[config.mk]
export PLATFORM = sky130hd
export DESIGN_NAME = efm_ctrl
export DESIGN_NICKNAME = d
export VERILOG_FILES = /design/src/sv/efm_pkg.sv /design/src/sv/efm_ctrl.sv
export SDC_FILE = /design/constraint.sdc
export NUM_CORES = 1
export LEC_CHECK = 0
export BUFFER_PORTS_ARGS = -buffer_cell sky130_fd_sc_hd__clkbuf_2
export CAP_MARGIN = 20
export CELL_PAD_IN_SITES_DETAIL_PLACEMENT = 1
export CELL_PAD_IN_SITES_GLOBAL_PLACEMENT = 2
export CORE_ASPECT_RATIO = 0.75
export CORE_MARGIN = 8
export CORE_UTILIZATION = 37
export CTS_BUF_LIST = sky130_fd_sc_hd__clkbuf_4 sky130_fd_sc_hd__clkbuf_8 sky130_fd_sc_hd__clkbuf_16
export DETAILED_ROUTE_END_ITERATION = 12
export PLACE_DENSITY = 0.85
export SYNTH_ARGS = -nofsm -noshare
export SYNTH_HDL_FRONTEND = slang
export SYNTH_SLANG_ARGS = --single-unit
[constraint.sdc]
create_clock -name clk_i -period 12.75 [get_ports clk_i]
set_clock_uncertainty 0.05 [all_clocks]
set_input_delay 0.6375 -clock clk_i [delete_from_list [all_inputs] [get_ports clk_i]]
set_output_delay 0.6375 -clock clk_i [all_outputs]
set_load 0.02 [all_outputs]
[src/sv/efm_pkg.sv]
// ----------------------------------------------------------------------------
// efm_pkg
// Shared types and constants of the extension field multiplier: channel
// field widths, request and register codes, datapath selects and the
// command and status words between controller and datapath.
// ----------------------------------------------------------------------------
package efm_pkg;

  localparam int WORD_W  = 64;
  localparam int PROD_W  = 128;
  localparam int ACC_W   = 192;
  localparam int CIDX_W  = 4;
  localparam int RIDX_W  = 3;
  localparam int CFG_IDX_W = 2;
  localparam int IDX_W   = 8;
  localparam int RCNT_W  = 8;

  localparam logic REQ_POLY = 1'b0;
  localparam logic REQ_OPER = 1'b1;

  localparam logic [CFG_IDX_W-1:0] CFG_PRIME  = 2'd0;
  localparam logic [CFG_IDX_W-1:0] CFG_DEGREE = 2'd1;

  localparam logic STATUS_OK    = 1'b0;
  localparam logic STATUS_NOINV = 1'b1;

  typedef enum logic [2:0] {
    X_OPA,
    X_POLY,
    X_HIGH,
    X_RAM,
    X_QUO
  } x_sel_e;

  typedef enum logic [1:0] {
    Y_OPB,
    Y_NEG,
    Y_RAM,
    Y_S1
  } y_sel_e;

  typedef enum logic [1:0] {
    ACC_NONE,
    ACC_CLR,
    ACC_ADD,
    ACC_LDM
  } acc_op_e;

  typedef enum logic [1:0] {
    RS_X,
    RS_PROD,
    RS_ACC,
    RS_R0
  } red_src_e;

  typedef struct packed {
    logic             in_we;
    logic             x_ld;
    x_sel_e           x_sel;
    logic             y_ld;
    y_sel_e           y_sel;
    logic             mul_go;
    acc_op_e          acc_op;
    logic             accm_we;
    logic             red_go;
    red_src_e         red_src;
    logic             red_by_r1;
    logic             eu_init;
    logic             nr_ld;
    logic             eu_step;
    logic             high_we;
    logic             tbl_we;
    logic             tbl_add;
    logic             add_ld;
    logic             out_ld;
    logic             out_zero;
    logic             out_last;
    logic             out_status;
    logic [IDX_W-1:0] a_idx;
    logic [IDX_W-1:0] b_idx;
    logic [IDX_W-1:0] ram_addr;
  } cmd_t;

  typedef struct packed {
    logic mul_busy;
    logic red_busy;
    logic r1_zero;
    logic r0_one;
    logic out_busy;
  } stat_t;

endpackage

[src/sv/efm_ctrl.sv]
// ----------------------------------------------------------------------------
// efm_ctrl
// Sequencer of the extension field multiplier: input word intake, modular
// inverse by Euclid, reduction table build, schoolbook product, high half
// reduction, fold back and result word emission.
// ----------------------------------------------------------------------------
module efm_ctrl #(
  parameter int MAX_DEGREE = 8
) (
  input  logic                       clk_i,
  input  logic                       rst_ni,
  input  logic [efm_pkg::CIDX_W-1:0] degree_i,
  input  logic                       in_valid_i,
  input  logic                       in_req_type_i,
  input  logic                       in_load_last_i,
  output logic                       in_ready_o,
  output efm_pkg::cmd_t              cmd_o,
  input  efm_pkg::stat_t             stat_i
);

  localparam int CW = $clog2(2 * MAX_DEGREE);
  localparam int IW = efm_pkg::IDX_W;

  localparam logic [5:0] S_IDLE    = 6'd0;
  localparam logic [5:0] S_INV_X   = 6'd1;
  localparam logic [5:0] S_INV_R   = 6'd2;
  localparam logic [5:0] S_INV_W   = 6'd3;
  localparam logic [5:0] S_EU      = 6'd4;
  localparam logic [5:0] S_DIV_W   = 6'd5;
  localparam logic [5:0] S_EMUL_W  = 6'd6;
  localparam logic [5:0] S_ERED_W  = 6'd7;
  localparam logic [5:0] S_INV_END = 6'd8;
  localparam logic [5:0] S_C0      = 6'd9;
  localparam logic [5:0] S_C0_MW   = 6'd10;
  localparam logic [5:0] S_C0_RW   = 6'd11;
  localparam logic [5:0] S_CJ      = 6'd12;
  localparam logic [5:0] S_CJ_T    = 6'd13;
  localparam logic [5:0] S_CI      = 6'd14;
  localparam logic [5:0] S_CI_X    = 6'd15;
  localparam logic [5:0] S_CI_A    = 6'd16;
  localparam logic [5:0] S_CI_MW   = 6'd17;
  localparam logic [5:0] S_CI_RW   = 6'd18;
  localparam logic [5:0] S_BOUT    = 6'd19;
  localparam logic [5:0] S_MK      = 6'd20;
  localparam logic [5:0] S_MI      = 6'd21;
  localparam logic [5:0] S_MMW     = 6'd22;
  localparam logic [5:0] S_MKS     = 6'd23;
  localparam logic [5:0] S_HJ      = 6'd24;
  localparam logic [5:0] S_HR      = 6'd25;
  localparam logic [5:0] S_HRW     = 6'd26;
  localparam logic [5:0] S_FI      = 6'd27;
  localparam logic [5:0] S_FJ      = 6'd28;
  localparam logic [5:0] S_FY      = 6'd29;
  localparam logic [5:0] S_FMW     = 6'd30;
  localparam logic [5:0] S_FR      = 6'd31;
  localparam logic [5:0] S_FRW     = 6'd32;

  logic [5:0]      state_q, state_d;
  logic [CW-1:0]   i_q, i_d, j_q, j_d, k_q, k_d;
  logic            status_q, status_d;
  logic [CW-1:0]   d, w, klast, kmi;
  logic [2*CW-1:0] a_iw, a_ij, a_top, a_prev;
  efm_pkg::cmd_t   cmd;

  assign d      = CW'(degree_i);
  assign w      = d - CW'(1);
  assign klast  = (d << 1) - CW'(2);
  assign kmi    = k_q - i_q;
  assign a_iw   = (2*CW)'(i_q) * (2*CW)'(w);
  assign a_ij   = a_iw + (2*CW)'(j_q);
  assign a_top  = (2*CW)'(w) * (2*CW)'(w) + (2*CW)'(j_q) - (2*CW)'(1);
  assign a_prev = a_iw - (2*CW)'(w) + (2*CW)'(j_q) - (2*CW)'(1);

  always_comb begin
    cmd        = '0;
    state_d    = state_q;
    i_d        = i_q;
    j_d        = j_q;
    k_d        = k_q;
    status_d   = status_q;
    in_ready_o = 1'b0;
    case (state_q)
      S_IDLE: begin
        in_ready_o = 1'b1;
        if (in_valid_i) begin
          cmd.in_we = 1'b1;
          if (in_load_last_i) begin
            if (in_req_type_i == efm_pkg::REQ_POLY) begin
              state_d = S_INV_X;
            end else begin
              k_d     = '0;
              state_d = S_MK;
            end
          end
        end
      end
      // inverse of the leading coefficient
      S_INV_X: begin
        cmd.x_ld  = 1'b1;
        cmd.x_sel = efm_pkg::X_POLY;
        cmd.a_idx = IW'(d);
        state_d   = S_INV_R;
      end
      S_INV_R: begin
        cmd.red_go  = 1'b1;
        cmd.red_src = efm_pkg::RS_X;
        state_d     = S_INV_W;
      end
      S_INV_W: begin
        if (!stat_i.red_busy) begin
          cmd.eu_init = 1'b1;
          state_d     = S_EU;
        end
      end
      S_EU: begin
        if (stat_i.r1_zero) begin
          state_d = S_INV_END;
        end else begin
          cmd.red_go    = 1'b1;
          cmd.red_src   = efm_pkg::RS_R0;
          cmd.red_by_r1 = 1'b1;
          state_d       = S_DIV_W;
        end
      end
      S_DIV_W: begin
        if (!stat_i.red_busy) begin
          cmd.x_ld   = 1'b1;
          cmd.x_sel  = efm_pkg::X_QUO;
          cmd.y_ld   = 1'b1;
          cmd.y_sel  = efm_pkg::Y_S1;
          cmd.nr_ld  = 1'b1;
          cmd.mul_go = 1'b1;
          state_d    = S_EMUL_W;
        end
      end
      S_EMUL_W: begin
        if (!stat_i.mul_busy) begin
          cmd.red_go  = 1'b1;
          cmd.red_src = efm_pkg::RS_PROD;
          state_d     = S_ERED_W;
        end
      end
      S_ERED_W: begin
        if (!stat_i.red_busy) begin
          cmd.eu_step = 1'b1;
          state_d     = S_EU;
        end
      end
      S_INV_END: begin
        if (!stat_i.r0_one) begin
          status_d = efm_pkg::STATUS_NOINV;
          state_d  = S_BOUT;
        end else begin
          cmd.y_ld  = 1'b1;
          cmd.y_sel = efm_pkg::Y_NEG;
          i_d       = '0;
          state_d   = S_C0;
        end
      end
      // table column zero
      S_C0: begin
        cmd.x_ld   = 1'b1;
        cmd.x_sel  = efm_pkg::X_POLY;
        cmd.a_idx  = IW'(i_q);
        cmd.mul_go = 1'b1;
        state_d    = S_C0_MW;
      end
      S_C0_MW: begin
        if (!stat_i.mul_busy) begin
          cmd.red_go  = 1'b1;
          cmd.red_src = efm_pkg::RS_PROD;
          state_d     = S_C0_RW;
        end
      end
      S_C0_RW: begin
        if (!stat_i.red_busy) begin
          cmd.tbl_we   = 1'b1;
          cmd.ram_addr = IW'(a_iw);
          if (i_q == w) begin
            j_d     = CW'(1);
            state_d = S_CJ;
          end else begin
            i_d     = i_q + CW'(1);
            state_d = S_C0;
          end
        end
      end
      // further table columns
      S_CJ: begin
        if (j_q >= w) begin
          status_d = efm_pkg::STATUS_OK;
          state_d  = S_BOUT;
        end else begin
          cmd.ram_addr = IW'(a_top);
          state_d      = S_CJ_T;
        end
      end
      S_CJ_T: begin
        cmd.y_ld  = 1'b1;
        cmd.y_sel = efm_pkg::Y_RAM;
        i_d       = '0;
        state_d   = S_CI;
      end
      S_CI: begin
        cmd.ram_addr = IW'(a_iw);
        state_d      = S_CI_X;
      end
      S_CI_X: begin
        cmd.x_ld     = 1'b1;
        cmd.x_sel    = efm_pkg::X_RAM;
        cmd.ram_addr = IW'(a_prev);
        state_d      = S_CI_A;
      end
      S_CI_A: begin
        cmd.add_ld = 1'b1;
        cmd.mul_go = 1'b1;
        state_d    = S_CI_MW;
      end
      S_CI_MW: begin
        if (!stat_i.mul_busy) begin
          cmd.red_go  = 1'b1;
          cmd.red_src = efm_pkg::RS_PROD;
          state_d     = S_CI_RW;
        end
      end
      S_CI_RW: begin
        if (!stat_i.red_busy) begin
          cmd.tbl_we   = 1'b1;
          cmd.tbl_add  = (i_q != '0);
          cmd.ram_addr = IW'(a_ij);
          if (i_q == w) begin
            j_d     = j_q + CW'(1);
            state_d = S_CJ;
          end else begin
            i_d     = i_q + CW'(1);
            state_d = S_CI;
          end
        end
      end
      S_BOUT: begin
        if (!stat_i.out_busy) begin
          cmd.out_ld     = 1'b1;
          cmd.out_zero   = 1'b1;
          cmd.out_last   = 1'b1;
          cmd.out_status = status_q;
          state_d        = S_IDLE;
        end
      end
      // schoolbook product
      S_MK: begin
        cmd.acc_op = efm_pkg::ACC_CLR;
        i_d        = '0;
        state_d    = S_MI;
      end
      S_MI: begin
        if (i_q == d) begin
          state_d = S_MKS;
        end else if (k_q >= i_q && kmi < d) begin
          cmd.x_ld   = 1'b1;
          cmd.x_sel  = efm_pkg::X_OPA;
          cmd.a_idx  = IW'(i_q);
          cmd.y_ld   = 1'b1;
          cmd.y_sel  = efm_pkg::Y_OPB;
          cmd.b_idx  = IW'(kmi);
          cmd.mul_go = 1'b1;
          state_d    = S_MMW;
        end else begin
          i_d = i_q + CW'(1);
        end
      end
      S_MMW: begin
        if (!stat_i.mul_busy) begin
          cmd.acc_op = efm_pkg::ACC_ADD;
          i_d        = i_q + CW'(1);
          state_d    = S_MI;
        end
      end
      S_MKS: begin
        cmd.accm_we = 1'b1;
        cmd.a_idx   = IW'(k_q);
        if (k_q == klast) begin
          j_d     = '0;
          state_d = S_HJ;
        end else begin
          k_d     = k_q + CW'(1);
          state_d = S_MK;
        end
      end
      // high half mod p
      S_HJ: begin
        if (j_q == w) begin
          i_d     = '0;
          state_d = S_FI;
        end else begin
          cmd.acc_op = efm_pkg::ACC_LDM;
          cmd.a_idx  = IW'(d + j_q);
          state_d    = S_HR;
        end
      end
      S_HR: begin
        cmd.red_go  = 1'b1;
        cmd.red_src = efm_pkg::RS_ACC;
        state_d     = S_HRW;
      end
      S_HRW: begin
        if (!stat_i.red_busy) begin
          cmd.high_we = 1'b1;
          cmd.a_idx   = IW'(j_q);
          j_d         = j_q + CW'(1);
          state_d     = S_HJ;
        end
      end
      // fold back through the table
      S_FI: begin
        cmd.acc_op = efm_pkg::ACC_LDM;
        cmd.a_idx  = IW'(i_q);
        j_d        = '0;
        state_d    = S_FJ;
      end
      S_FJ: begin
        if (j_q == w) begin
          state_d = S_FR;
        end else begin
          cmd.x_ld     = 1'b1;
          cmd.x_sel    = efm_pkg::X_HIGH;
          cmd.a_idx    = IW'(j_q);
          cmd.ram_addr = IW'(a_ij);
          state_d      = S_FY;
        end
      end
      S_FY: begin
        cmd.y_ld   = 1'b1;
        cmd.y_sel  = efm_pkg::Y_RAM;
        cmd.mul_go = 1'b1;
        state_d    = S_FMW;
      end
      S_FMW: begin
        if (!stat_i.mul_busy) begin
          cmd.acc_op = efm_pkg::ACC_ADD;
          j_d        = j_q + CW'(1);
          state_d    = S_FJ;
        end
      end
      S_FR: begin
        cmd.red_go  = 1'b1;
        cmd.red_src = efm_pkg::RS_ACC;
        state_d     = S_FRW;
      end
      S_FRW: begin
        if (!stat_i.red_busy && !stat_i.out_busy) begin
          cmd.out_ld     = 1'b1;
          cmd.a_idx      = IW'(i_q);
          cmd.out_last   = (i_q == w);
          cmd.out_status = efm_pkg::STATUS_OK;
          if (i_q == w) begin
            state_d = S_IDLE;
          end else begin
            i_d     = i_q + CW'(1);
            state_d = S_FI;
          end
        end
      end
      default: begin
        state_d = S_IDLE;
      end
    endcase
  end

  always_ff @(posedge clk_i or negedge rst_ni) begin
    if (!rst_ni) begin
      state_q  <= S_IDLE;
      i_q      <= '0;
      j_q      <= '0;
      k_q      <= '0;
      status_q <= efm_pkg::STATUS_OK;
    end else begin
      state_q  <= state_d;
      i_q      <= i_d;
      j_q      <= j_d;
      k_q      <= k_d;
      status_q <= status_d;
    end
  end

  assign cmd_o = cmd;

endmodule
== Word-level counts from Yosys, hierarchy flattened ==
Cells that the tools add are included.

* Bits in latches: 0
* RAM bits: 0
* Memories kept: 0
* Output and inout port bits: 52
* ROM bits: 0
* Register bits: 19

* Equality and inequality tests: 63
* Bitwise logic cells: 0
* Divide/modulo/power cells: 0
* Reduce and logical (&&, ||, !) cells: 25
* $add $sub $neg: 13
* Multipliers: 2
* Order comparisons: 3
* Shift-type cells: 0
* Multiplexer cells: 98

{| class="wikitable"
|+ Operator list
! kind !! number
|-
| $pmux W6 S32 || 1
|-
| $mux W4 || 26
|-
| $eq A6 B5 Y1 const B || 16
|-
| $mux W6 || 16
|-
| $mux W8 || 8
|-
| $pmux W8 S8 || 1
|-
| $ne A2 B2 Y1 const B || 26
|-
| $eq A6 B4 Y1 const B || 8
|-
| $pmux W8 S6 || 1
|-
| $pmux W4 S7 || 1
|-
| $mux W5 || 5
|-
| $add A8 B4 Y8 || 3
|-
| $eq A6 B3 Y1 const B || 4
|-
| $mux W12 || 2
|-
| $pmux W3 S4 || 2
|-
| $pmux W4 S6 || 1
|-
| $pmux W4 S5 || 1
|-
| $eq A4 B4 Y1 || 4
|-
| $mul A4 B4 Y8 || 2
|-
| $mux W1 || 16
|-
| $reduce_and A8 Y1 || 2
|-
| $reduce_or A2 Y1 || 8
|-
| $sub A8 B1 Y8 const B || 2
|-
| $reduce_and A15 Y1 || 1
|-
| other kinds (30) || 47
|}

== Logic depth before layout (Yosys ltp) ==
* Word-level depth: 6
* Depth in mapped cells: 21
* Depth with buffers taken out: 19

== Worst setup path before layout ==
Ideal clock, no wire load.

* Kind: input-to-output
* Start: in degree_i[0] (netlist name)
* End: out cmd_o[7] (netlist name)
* Data arrival time: 5,422 ps
* Data required time: 12,062 ps
* Path buffers: 1
* Stages: 19
* Setup slack: 6,641 ps
* Cell sequence: buf_4 > inv_1 > ha_1 > xor2_1 > nand2_1 > fa_1 > inv_1 > fa_1 > inv_1 > fa_1 > fa_1 > inv_1 > ha_1 > a211oi_1 > o21bai_1 > a21oi_1 > xor2_1 > xnor2_1 > o221ai_1

{| class="wikitable"
|+ RTL lines
! element !! line !! source
|-
| start: declaration || efm_ctrl.sv:12 || <nowiki>input logic [efm_pkg::CIDX_W-1:0] degree_i,</nowiki>
|-
| end: declaration || efm_ctrl.sv:17 || <nowiki>output efm_pkg::cmd_t cmd_o,</nowiki>
|}

==> results.md <==
- Share of layout cells above drive strength 1: 12.86%
- Most area-hungry cell type in the Yosys netlist: ha_1
- Commonest cells in the netlist: 58 x ha_1, 55 x inv_1, 55 x nor2_1
- CTS tree: done
- Setup TNS Final: 0 ns
- GPL Wtd Cong: 0.9043
- RSZ-0062 raised after global routing: false
- Grt met1 use: between 30% and 40%
- Worst path max stage delay: 0.62 ns
- GRT overflow: 0
- Worst VDD drop: 0.08570 mV
- Die H: 113.4 µm
- Area contributors post-synth: ha_1 16%, dfrtp_1 10%, fa_1 8.1%
- Minimum clock period: 6.845 ns
- Root buf cell: clkbuf_16
- Critical path required time: 12.06 ns
- Final hold violation count: 0
- Initial antenna violation count: 0
- Post_cts resized: 0
- Layout area overhead: 9.979%
- MaxCap Viol Count: 0
- Number of global-route vias before repair: 5056
- GR Util met3: 3.309%
- Synthesized cell area: 4677 µm²
- FFs w/ async S/R, synth: 100.0%
- I/O pins: 66
- Post-CTS Setup Inserts: 0
- Slew headroom: between 20 and 30%
- DPL Wire Length: 14.03 mm
- WL per Instance: roughly 21 µm
- Die area: 16530 µm²
- Routed vias: 5006
- Busiest layer in global routing: met2
- NumNets Final: between 700 and 800
- Actual slew at the worst max-slew pin: 1.102 ns
- Placed Cells: 822
- Cts bufs inserted: 3
- PD cells: 211.9 nW/µm²
- Core ar.: 12310 µm²
- Utilization after layout: 41.80%
- Final cell count without fillers: 827
- Largest net degree at the start of global routing: 39
- Status: finished, final reports clean
- Routed Antenna Nets: 0
- CTS Hold Bufs: 0
- Worst path cell trace: clkbuf_2 -> inv_1 -> ha_1 -> xor2_1 -> nand2_1 -> fa_1 -> inv_1 -> fa_1 -> inv_1 -> fa_1 -> fa_1 -> inv_1 -> ha_1 -> a211oi_1 -> o21bai_1 -> a21oi_1 -> xor2_1 -> xnor2_1 -> o221ai_1 -> clkbuf_2
- Total GRT Usage: 20.93%
- Total wire length: about 18 mm
- Grt met2 use: about a third
- Final setup viols: 0
- Hold Path Class: input pin to asynchronous set/reset pin
- WS Path Type: input pin to output pin
- Port Buffer Count: 58
- Htree depth: 1
- Max Clk Rate: approximately 150 MHz
- #FFs+latches synth: 19
- Routed vias/inst: 6.053
- Clk buf depth: 2
- Slowest CP cell: xor2_1
- Overall power: 1090 µW
- Sink Count: 19
- # diodes: 0
- Worst Path Max Fanout: 12
- WP data arrival: about 6.2 ns
- First-pass GRT wire length: 28.35 mm
- Initial Util: 38.01%
- Yosys Warn Count: 0
- Post-synth cell types: 76
- Max Slew Vio Count: 0
- Initial DRT Pass Iterations: 7
- Synth Instances: 625
- Drt drc: 0
- Synth top area share: 15.52%
- Period utilization: ~54%
- CP startpoint kind: input pin
- Seq/Total Area, Yosys: 10.17%
- Clk pin slew, worst setup/hold paths: ~0.06 ns
- Top Family by Delay on Critical Path: adder cells
- FP Rows: 35
- Primary FF master, synth: dfrtp_1
- Hold_ws: between 0.2 and 0.3 ns
- Bufs and invs on worst path: 6
- Top-count cell post-synth: ha_1
- Die width: around 150 µm
- Static Leak: 0.002460 µW
- Crit end category: output pin
- Clock latency at the later pin of the worst-skew pair: 0.26 ns
- DRT iter0 DRCs: 530
- Avg Cell Area, Syn: 7.483 µm²
- Post-synth EDFFs: 0
==> cells by family (layout without fill, tap and decap cells) <==
group                      after synthesis  after routing  share of synthesized area (%)
DFF                                     19             19                          10.17
and+or+nand+nor                        227            227                          25.44
muxes                                    3              3                         0.6688
xor gates and xnor gates                33             33                          6.501
other                                    1              7                        0.08018
buffers and inverters                   96            126                          9.122
adders and majority gates               77             77                          23.65
AOI/OAI and AO/OA                      169            169                          24.37
==> state kept, by name (all words and copies together), names as in the netlist <==
register	flops
k_q	4
j_q	4
i_q	4
state_q	6
status_q	1
==> cell type report <==
class	count	area (µm²)
Fill cell	1589	7162
Sequential cell	19	475.5
Inverter	56	210.2
Tap cell	166	207.7
Clock buffer	4	82.58
Timing Repair Buffer	66	370.4
Multi-Input combinational cell	516	3797
==> metrics by stage <==
step | cell area (µm²) | setup slack (ns)
2_1_floorplan | 4700 | 6.641
3_3_place_gp | 5034 | 6.256
6_report | 5144 | 5.905
5_1_grt | 5144 | 5.619
3_5_place_dp | 5034 | 5.948
4_1_cts | 5116 | 5.934
==> final timing paths <==
path                        startpoint          to  slack [ns]  depth (start not counted)
setup / recovery           degree_i[0]    cmd_o[7]        5.91                         20
hold / removal                  rst_ni  state_q[2]        0.29                          1
setup reg to reg                i_q[1]  state_q[2]        8.81                         12
hold reg to reg               status_q    status_q        0.51                          2
max in group asynchronous       rst_ni      i_q[2]       11.99                          1
min in group clk_i            status_q    status_q        0.51                          2
==> per-layer routing <==
metal	vias up	wire length, µm
li1	2310	-
met1	2448	8815
met2	228	7236
met3	20	1238
met4	0	240
met5	-	0
==> power by group <==
group / internal, µW / switching [µW] / total (µW)
logic: 328 / 575 / 903
registers: 78.4 / 37.1 / 115
clock network: 44.8 / 26.4 / 71.2
total: 452 / 638 / 1090
==> layout by cell type, fill, tap and decap left out, drive strengths merged, types with 6 or more instances in the layout <==
| cell | netlist | layout |
|---|---|---|
| inv | 56 | 56 |
| or3 | 8 | 8 |
| fa | 19 | 19 |
| nor3 | 13 | 13 |
| a31oi | 6 | 6 |
| a21oi | 40 | 40 |
| nand3 | 19 | 19 |
| nand3b | 6 | 6 |
| clkbuf | 15 | 62 |
| nor4 | 9 | 9 |
| o21ai | 39 | 39 |
| nor2b | 12 | 12 |
| a22oi | 9 | 9 |
| conb | 1 | 7 |
| nor2 | 56 | 56 |
| ha | 58 | 58 |
| xnor2 | 21 | 21 |
| dfrtp | 19 | 19 |
| o21bai | 6 | 6 |
| nand2b | 19 | 19 |
| o211ai | 7 | 7 |
| buf | 25 | 8 |
| xor2 | 11 | 11 |
| nand2 | 53 | 53 |
| a21o | 13 | 13 |
Note: power is estimated with default switching activity, not from simulation.
